--- config.mk ---
export PLATFORM = sky130hd
export DESIGN_NAME = lbp_cell
export DESIGN_NICKNAME = d
export VERILOG_FILES = /design/src/assert_macros.svh /design/src/lbp_pkg.sv /design/src/lbp_cell.sv
export SDC_FILE = /design/constraint.sdc
export NUM_CORES = 1
export LEC_CHECK = 0
export ABC_AREA = 1
export BUFFER_PORTS_ARGS = -buffer_cell sky130_fd_sc_hd__buf_2
export CELL_PAD_IN_SITES_DETAIL_PLACEMENT = 1
export CELL_PAD_IN_SITES_GLOBAL_PLACEMENT = 1
export CORE_ASPECT_RATIO = 0.5
export CORE_UTILIZATION = 34
export CTS_CLUSTER_SIZE = 12
export DETAILED_ROUTE_END_ITERATION = 6
export HOLD_SLACK_MARGIN = 0.15
export PLACE_DENSITY = 0.76
export RECOVER_POWER = 50
export SYNTH_ARGS = -nofsm -noshare
export SYNTH_HDL_FRONTEND = slang
export SYNTH_SLANG_ARGS = --single-unit
--- constraint.sdc ---
create_clock -name clk -period 1.14 [get_ports clk]
set_input_delay 0.114 -clock clk [delete_from_list [all_inputs] [get_ports clk]]
set_output_delay 0.114 -clock clk [all_outputs]
set_load 0.05 [all_outputs]
--- src/assert_macros.svh ---
// -----------------------------------------------------------------------------
// Assertion macros
// Shared concurrent assertion forms, clocked on clk and disabled in rst.
// -----------------------------------------------------------------------------
`ifndef ASSERT_MACROS_SVH
`define ASSERT_MACROS_SVH

// Same-cycle implication.
`define LBP_ASSERT_IMP(lbl, ante, cons, msg) \
  lbl: assert property (@(posedge clk) disable iff (rst) (ante) |-> (cons)) else $error(msg);

// Next-cycle implication.
`define LBP_ASSERT_NXT(lbl, ante, cons, msg) \
  lbl: assert property (@(posedge clk) disable iff (rst) (ante) |=> (cons)) else $error(msg);

`endif

--- src/lbp_pkg.sv ---
// -----------------------------------------------------------------------------
// LBP package
// Widths, register indexes and payload types for the 3x3 LBP block.
// -----------------------------------------------------------------------------
package lbp_pkg;

  localparam int MAX_WIDTH      = 1024;
  localparam int PIXEL_BITS     = 8;
  localparam int CODE_BITS      = 8;
  localparam int COL_BITS       = $clog2(MAX_WIDTH);
  localparam int ROW_BITS       = 16;
  localparam int WIDTH_REG_BITS = 11;
  localparam int HEIGHT_REG_BITS = 16;
  localparam int CFG_DATA_BITS  = 16;
  localparam int CFG_INDEX_BITS = 1;
  localparam int MIN_DIM        = 3;

  localparam logic [CFG_INDEX_BITS-1:0] REG_IMAGE_WIDTH  = 1'b0;
  localparam logic [CFG_INDEX_BITS-1:0] REG_IMAGE_HEIGHT = 1'b1;

  typedef logic [PIXEL_BITS-1:0] pixel_t;

  // One window column, top to bottom.
  typedef struct packed {
    pixel_t top;
    pixel_t mid;
    pixel_t bot;
  } column_t;

  // One line store word: the two previous rows at one column.
  typedef struct packed {
    pixel_t upper;
    pixel_t middle;
  } line_pair_t;

endpackage

--- src/lbp_cell.sv ---
// -----------------------------------------------------------------------------
// LBP window cell
// Holds one window column, hands it on at each shift, compares it with the centre.
// -----------------------------------------------------------------------------
module lbp_cell import lbp_pkg::*; (
  input  logic        clk,
  input  logic        shift,
  input  column_t     col_in,
  input  pixel_t      center,
  output column_t     col_out,
  output logic [2:0]  ge        // {bot, mid, top} >= centre
);

  column_t col;

  always_ff @(posedge clk) begin
    if (shift) begin
      col <= col_in;
    end
  end

  assign col_out = col;
  assign ge      = {col.bot >= center, col.mid >= center, col.top >= center};

endmodule

==> qor.txt, run 1 <==
Syn Area/Cell - 11.19 um2
Area growth, synth to finish - 78.01%
class of the worst hold path - input pin to flip-flop
clk slew on worst S/H paths - 0.09 ns
CP Max Fanout - 2
CTS buffer count - 3
Peak Freq - 559.6 MHz
relative slew slack - 55.24%
nets - 274
Synth top area share - 55.07%
DP HPWL - 2383 um
post-synthesis sequential area ratio - 55.07%
H-tree depth - 1
unrepaired setup endpoints after global routing - yes
Max clock buf depth - 2
Max-cap violations - 0
Peak VDD IR - 0.0006357 V
full die area - 4116 um2
antenna violations before repair - 0
WL/cell - 17.02 um
pwr dens - 1154 nW/um2
Final min period - 1.787 ns
Fin. Hold Viols - 0
DR vias/cell - 4.630
placed standard-cell area - 1760 um2
DRC - 0
die width - 89.74 um
Critical Path Sink Type - output port
GRT Residual Overflow - 0
mapped cell area - 1309 um2
Port-buffer cells - 60
layout cells sized above 1 - 47.66%
drt total wl - 4511 um
Setup CP Type - flip-flop to output port
largest net degree at the start of global routing - 25
Setup crit start kind - flip-flop
distinct cell type count after synthesis - 11
Largest register FFs - 24
fill count - 368
Worst Setup Slack, final - -0.6469 ns
CTS tree - done
root buffer cell - clkbuf_8
Req. time, crit path - 1.03 ns
final hold slack - 0.5498 ns
site row count - 15
Leak - 1.101 nW
# clock sinks - 24
slew at the pin with the worst max-slew slack - 0.6714 ns
fin. max-slew vios - 0
design area - 2330 um2
crit path DAT - 1.67 ns
syn_nets - 175
Chip Height - 45.87 um
Syn Inst Count - 117
Pre-Repair DR Iteration Count - 2
top cells by area, synth - edfxtp_1 (55%), ha_1 (23%), nand2_1 (8.0%)
Placement Setup Slack - -0.4023 ns
status - finished with violations
final setup fails - 3
area of the multi-input gates - 698.2 um2
fin crit share - 156.7%
Final ANT Viol Nets - 0
fin util - 65.68%
final RePlAce weighted congestion - 0.7593
cell taking the most area after synthesis - edfxtp_1
Antenna Cells - 0
sequential standard cell area - 720.7 um2
via count - 1227
Yosys warnings - 0
global-route wire length before repair - 5802 um
Initial DRC Count - 43
failing checks - negative setup slack
io pins - 61
total core area - 3547 um2
GRT Util Overall - 18.85%
Seq cells post-synth - 24
Initial Utilization - 36.90%
number of global-route vias before repair - 1240
## cell families (layout without fill, tap and decap cells)
kind of cell	count (synthesis)	after routing	synth area share, %
AO/OA/AOI/OAI	9	9	4.111
adder cells (fa/ha/maj)	24	24	22.94
buffers and inverters	21	118	6.023
flip-flops	24	24	55.07
AND/OR/NAND/NOR	39	39	11.85
## what timing repair did
action / 4_1_cts / 5_1_grt
pin swaps: 6 / 11
endpoints found under the hold margin: 24 / 0
endpoints found under the setup margin: 4 / 8
buffers inserted: 1 / 8
gates resized for setup: 17 / 46
hold buffers: 24 / 0
## synthesized netlist by cell type
cell / number
o21a_1: 2
nor2_2: 1
inv_1: 21
nor2_1: 6
ha_1: 24
a21o_2: 1
nand4_1: 1
a21oi_1: 6
nand2_1: 28
edfxtp_1: 24
nand3_1: 3
## critical path, stage by stage, from the launching register on
cell      delay, ns
edfxtp_1       0.43
ha_1           0.31
nand2_1        0.09
inv_1          0.08
nand2_1        0.10
nand2_1        0.06
nand2_1        0.10
nand3_4        0.08
buf_8          0.15
## report_power, final
group | switching [mW] | total, mW | internal, mW
Sequential | 0.0522 | 1.10 | 1.05
Combinational | 0.637 | 1.07 | 0.434
Clock | 0.276 | 0.513 | 0.237
## metal layers
metal | share of wire, % | GRT usage, % | up-vias
met3 | 3.0 | 4.667 | 8
li1 | - | - | 586
met5 | 0 | 0 | -
met4 | 1.9 | 4.262 | 0
met1 | 43 | 21.21 | 597
met2 | 52 | 37.69 | 36
## layout make-up
type	count	area share, %
Clock buffer	3	1.772
Inverter	21	3.383
Tap cell	51	2.739
Sequential cell	24	30.93
Multi-Input combinational cell	72	29.97
Timing Repair Buffer	94	31.20
## worst paths after layout
| path | from | end | slack, ns | cells past startpoint |
|---|---|---|---|---|
| setup / recovery | col_out[2] | ge[2] | -0.65 | 8 |
| hold / removal | col_in[13] | col_out[13] | 0.55 | 2 |
## placed cells by master, fill, tap and decap left out
cell | netlist | final
ha_4 | 0 | 9
buf_6 | 0 | 5
nor2_1 | 6 | 3
nand2_1 | 28 | 17
buf_2 | 0 | 49
inv_1 | 21 | 20
ha_1 | 24 | 15
inv_2 | 0 | 1
edfxtp_1 | 24 | 24
nand3_2 | 0 | 1
clkbuf_2 | 0 | 1
buf_4 | 0 | 6
clkbuf_8 | 0 | 3
a21o_2 | 1 | 1
nand2_2 | 0 | 8
nand2_4 | 0 | 3
dlygate4sd3_1 | 0 | 24
nand3_1 | 3 | 1
a21oi_2 | 0 | 1
buf_8 | 0 | 9
nor2_4 | 0 | 1
nand3_4 | 0 | 1
a21oi_1 | 6 | 5
nand4_1 | 1 | 1
o21a_1 | 2 | 2
nor2_2 | 1 | 3
## metrics by stage
stage / power [mW] / TNS [ns] / std cells
3_3_place_gp: 1.847 / -0.9433 / 234
5_1_grt: 2.804 / -1.966 / 265
2_1_floorplan: 1.631 / -1.206 / 117
3_5_place_dp: 1.871 / -1.075 / 234
6_report: 2.688 / -1.714 / 265
4_1_cts: 2.509 / -1.582 / 262
(Power assumes the default switching activity.)
==> inputs of run 2 (changes only) <==
Settings changed: ABC_AREA 1 to unset, CORE_MARGIN set to 5, CORE_UTILIZATION 34 to 35.
==> run 2 against run 1 <==
The run still ends with negative setup slack left. Sequential cell count did not move. Die area rose by 21%. Sequential share of layout area fell by 0.86 points. Count of clock-buffer cells in the layout did not move. Highest routed layer unchanged. Largest cell class unchanged. Cell area rose by 2.8%. Non-clock buffer count rose by 6. Critical path depth fell by 1. Hold slack got worse by 0.0084 ns. Clock power rose by 51%. Via count fell by 5.1%.
==> qor.txt, run 2 <==
status - finished with violations
failing checks - negative setup slack
overall power - 3.041 mW
Worst Setup Slack, final - -0.7881 ns
Initial Utilization - 36.52%
die width - 94.90 um
via count - 1165
DRC - 0
nets - 248
relative slew slack - 56.19%
Yosys warnings - 0
Peak Freq - 518.7 MHz
Critical Path Sink Type - output port
Max-cap violations - 0
Synth top area share - 57.14%
CP max stage delay - 0.41 ns
unrepaired setup endpoints after global routing - yes
Area growth, synth to finish - 89.98%
cell family with most CP delay - buffers and inverters
full die area - 4977 um2
site row count - 15
slowest CP cell - edfxtp_1
H-tree depth - 1
fin util - 69.38%
placed standard-cell area - 1814 um2
antenna violations before repair - 0
WL/cell - 21.76 um
Syn Inst Count - 85
worst-path cell chain - inv_1 -> ha_1 -> nand2b_1 -> a31oi_1 -> buf_4 -> o21ai_4 -> buf_6
# clock sinks - 24
largest net degree at the start of global routing - 25
crit path DAT - 1.81 ns
post-synthesis async set-or-reset flop share - 0%
Req. time, crit path - 1.03 ns
Largest register FFs - 24
layout cells sized above 1 - 54.50%
Fin. Hold Viols - 0
Pre-Repair DR Iteration Count - 4
CTS tree - done
DP HPWL - 2500 um
fin crit share - 169.1%
io pins - 61
distinct cell type count after synthesis - 10
Post-synth top flop - edfxtp_1
total core area - 3453 um2
final setup fails - 5
CP Max Fanout - 2
Syn Area/Cell - 14.84 um2
Placed Instances - 208
Setup crit start kind - flip-flop
final RePlAce weighted congestion - 0.6953
Final min period - 1.928 ns
Crit. Startpoint - col_out[0]
mapped cell area - 1261 um2
cell taking the most area after synthesis - edfxtp_1
CTS buffer count - 3
Initial DRC Count - 18
Port-buffer cells - 60
setup_tns - -2.299 ns
slew at the pin with the worst max-slew slack - 0.6572 ns
class of the worst hold path - input pin to flip-flop
Final ANT Viol Nets - 0
Seq cells post-synth - 24
worst hold path depth - 2
number of global-route vias before repair - 1267
global-route wire length before repair - 6368 um
GRT Util Overall - 17.37%
post-route insts no fill - 240
fin. max-slew vios - 0
worst path bufs/invs - 3
Setup CP Type - flip-flop to output port
post-synthesis sequential area ratio - 57.14%
design area - 2396 um2
syn_nets - 143
root buffer cell - clkbuf_8
most frequent cells in the layout - buf_2 (48), edfxtp_1 (24), dlygate4sd3_1 (24), buf_4 (13)
Leak - 1.082 nW
EDFF count, synth - 24
Min-Delay Startpoint - col_in[13]
top cells by area, synth - edfxtp_1 (57%), ha_1 (24%), a21o_1 (5.4%)
pwr dens - 1269 nW/um2
Chip Height - 52.45 um
clk slew on worst S/H paths - 0.09 ns
DR vias/cell - 4.854
GRT Residual Overflow - 0
Antenna Cells - 0
WP depth - 7
Peak VDD IR - 0.0006065 V
drt total wl - 5222 um
Max clock buf depth - 2
Synth top cells by count - edfxtp_1 (24), ha_1 (24), inv_1 (10)
commonest non-fill, non-tap cell in the layout - buf_2
-- run 2: changes by cell type in the layout (fill, tap and decap cells not counted), sizes merged, moves of 2 or more --
cell | previous run | this run
and3 | 0 | 3
nor2 | 7 | 0
a31oi | 0 | 3
buf | 69 | 74
a221oi | 0 | 3
a21o | 1 | 9
nand2b | 0 | 3
o21a | 2 | 0
o21ai | 0 | 3
inv | 21 | 10
a21oi | 6 | 0
nand2 | 28 | 0
-- run 2: area by class of cell --
class | instances | area [um2]
Fill cell | 342 | 1057
Timing Repair Buffer | 100 | 759.5
Multi-Input combinational cell | 51 | 743.2
Sequential cell | 24 | 720.7
Tap cell | 51 | 63.81
Clock buffer | 3 | 41.29
Inverter | 10 | 37.54
Clock inverter | 1 | 30.03
-- run 2: metrics by stage --
| stage | hold WS, ns | worst slack, ns |
|---|---|---|
| after floorplan | 0.2129 | -0.5971 |
| after global placement | 0.2900 | -0.4454 |
| after detailed placement | 0.2923 | -0.4673 |
| after CTS | 0.2904 | -0.7277 |
| after global routing | 0.5288 | -0.8677 |
| final | 0.5414 | -0.7881 |
-- run 2: cells by family (layout without fill, tap and decap cells) --
logic type      count (synthesis)  in the layout  synth area share [%]
flops                          24             24                 57.14
buf+inv                        10            114                 2.977
simple gates                    9              9                 4.464
fa+ha+maj                      24             24                 23.81
compound gates                 18             18                 11.61
-- run 2: path summary, 6_finish.rpt --
| kind | end |
|---|---|
| setup / recovery | ge[2] |
| hold / removal | col_out[13] |
-- run 2: where the power goes --
group          internal (mW)  switching, mW  leakage [nW]
clock network          0.471          0.305        0.0357
registers               1.05         0.0617         0.235
logic                  0.503          0.648         0.812
total                   2.03           1.01          1.08
-- run 2: timing repair --
action / 4_1_cts / 5_1_grt
endpoints found under the setup margin: 5 / 8
gates resized for setup: 10 / 38
hold endpoints to repair: 24 / 0
pin swaps: 6 / 6
hold buffers: 24 / 0
buffers inserted: 2 / 7
-- run 2: layer usage --
metal / share of wire [%] / GRT usage, %
met5: 0 / 0
met4: 4.1 / 4.067
met3: 4.4 / 3.730
met2: 54 / 35.47
met1: 38 / 18.26
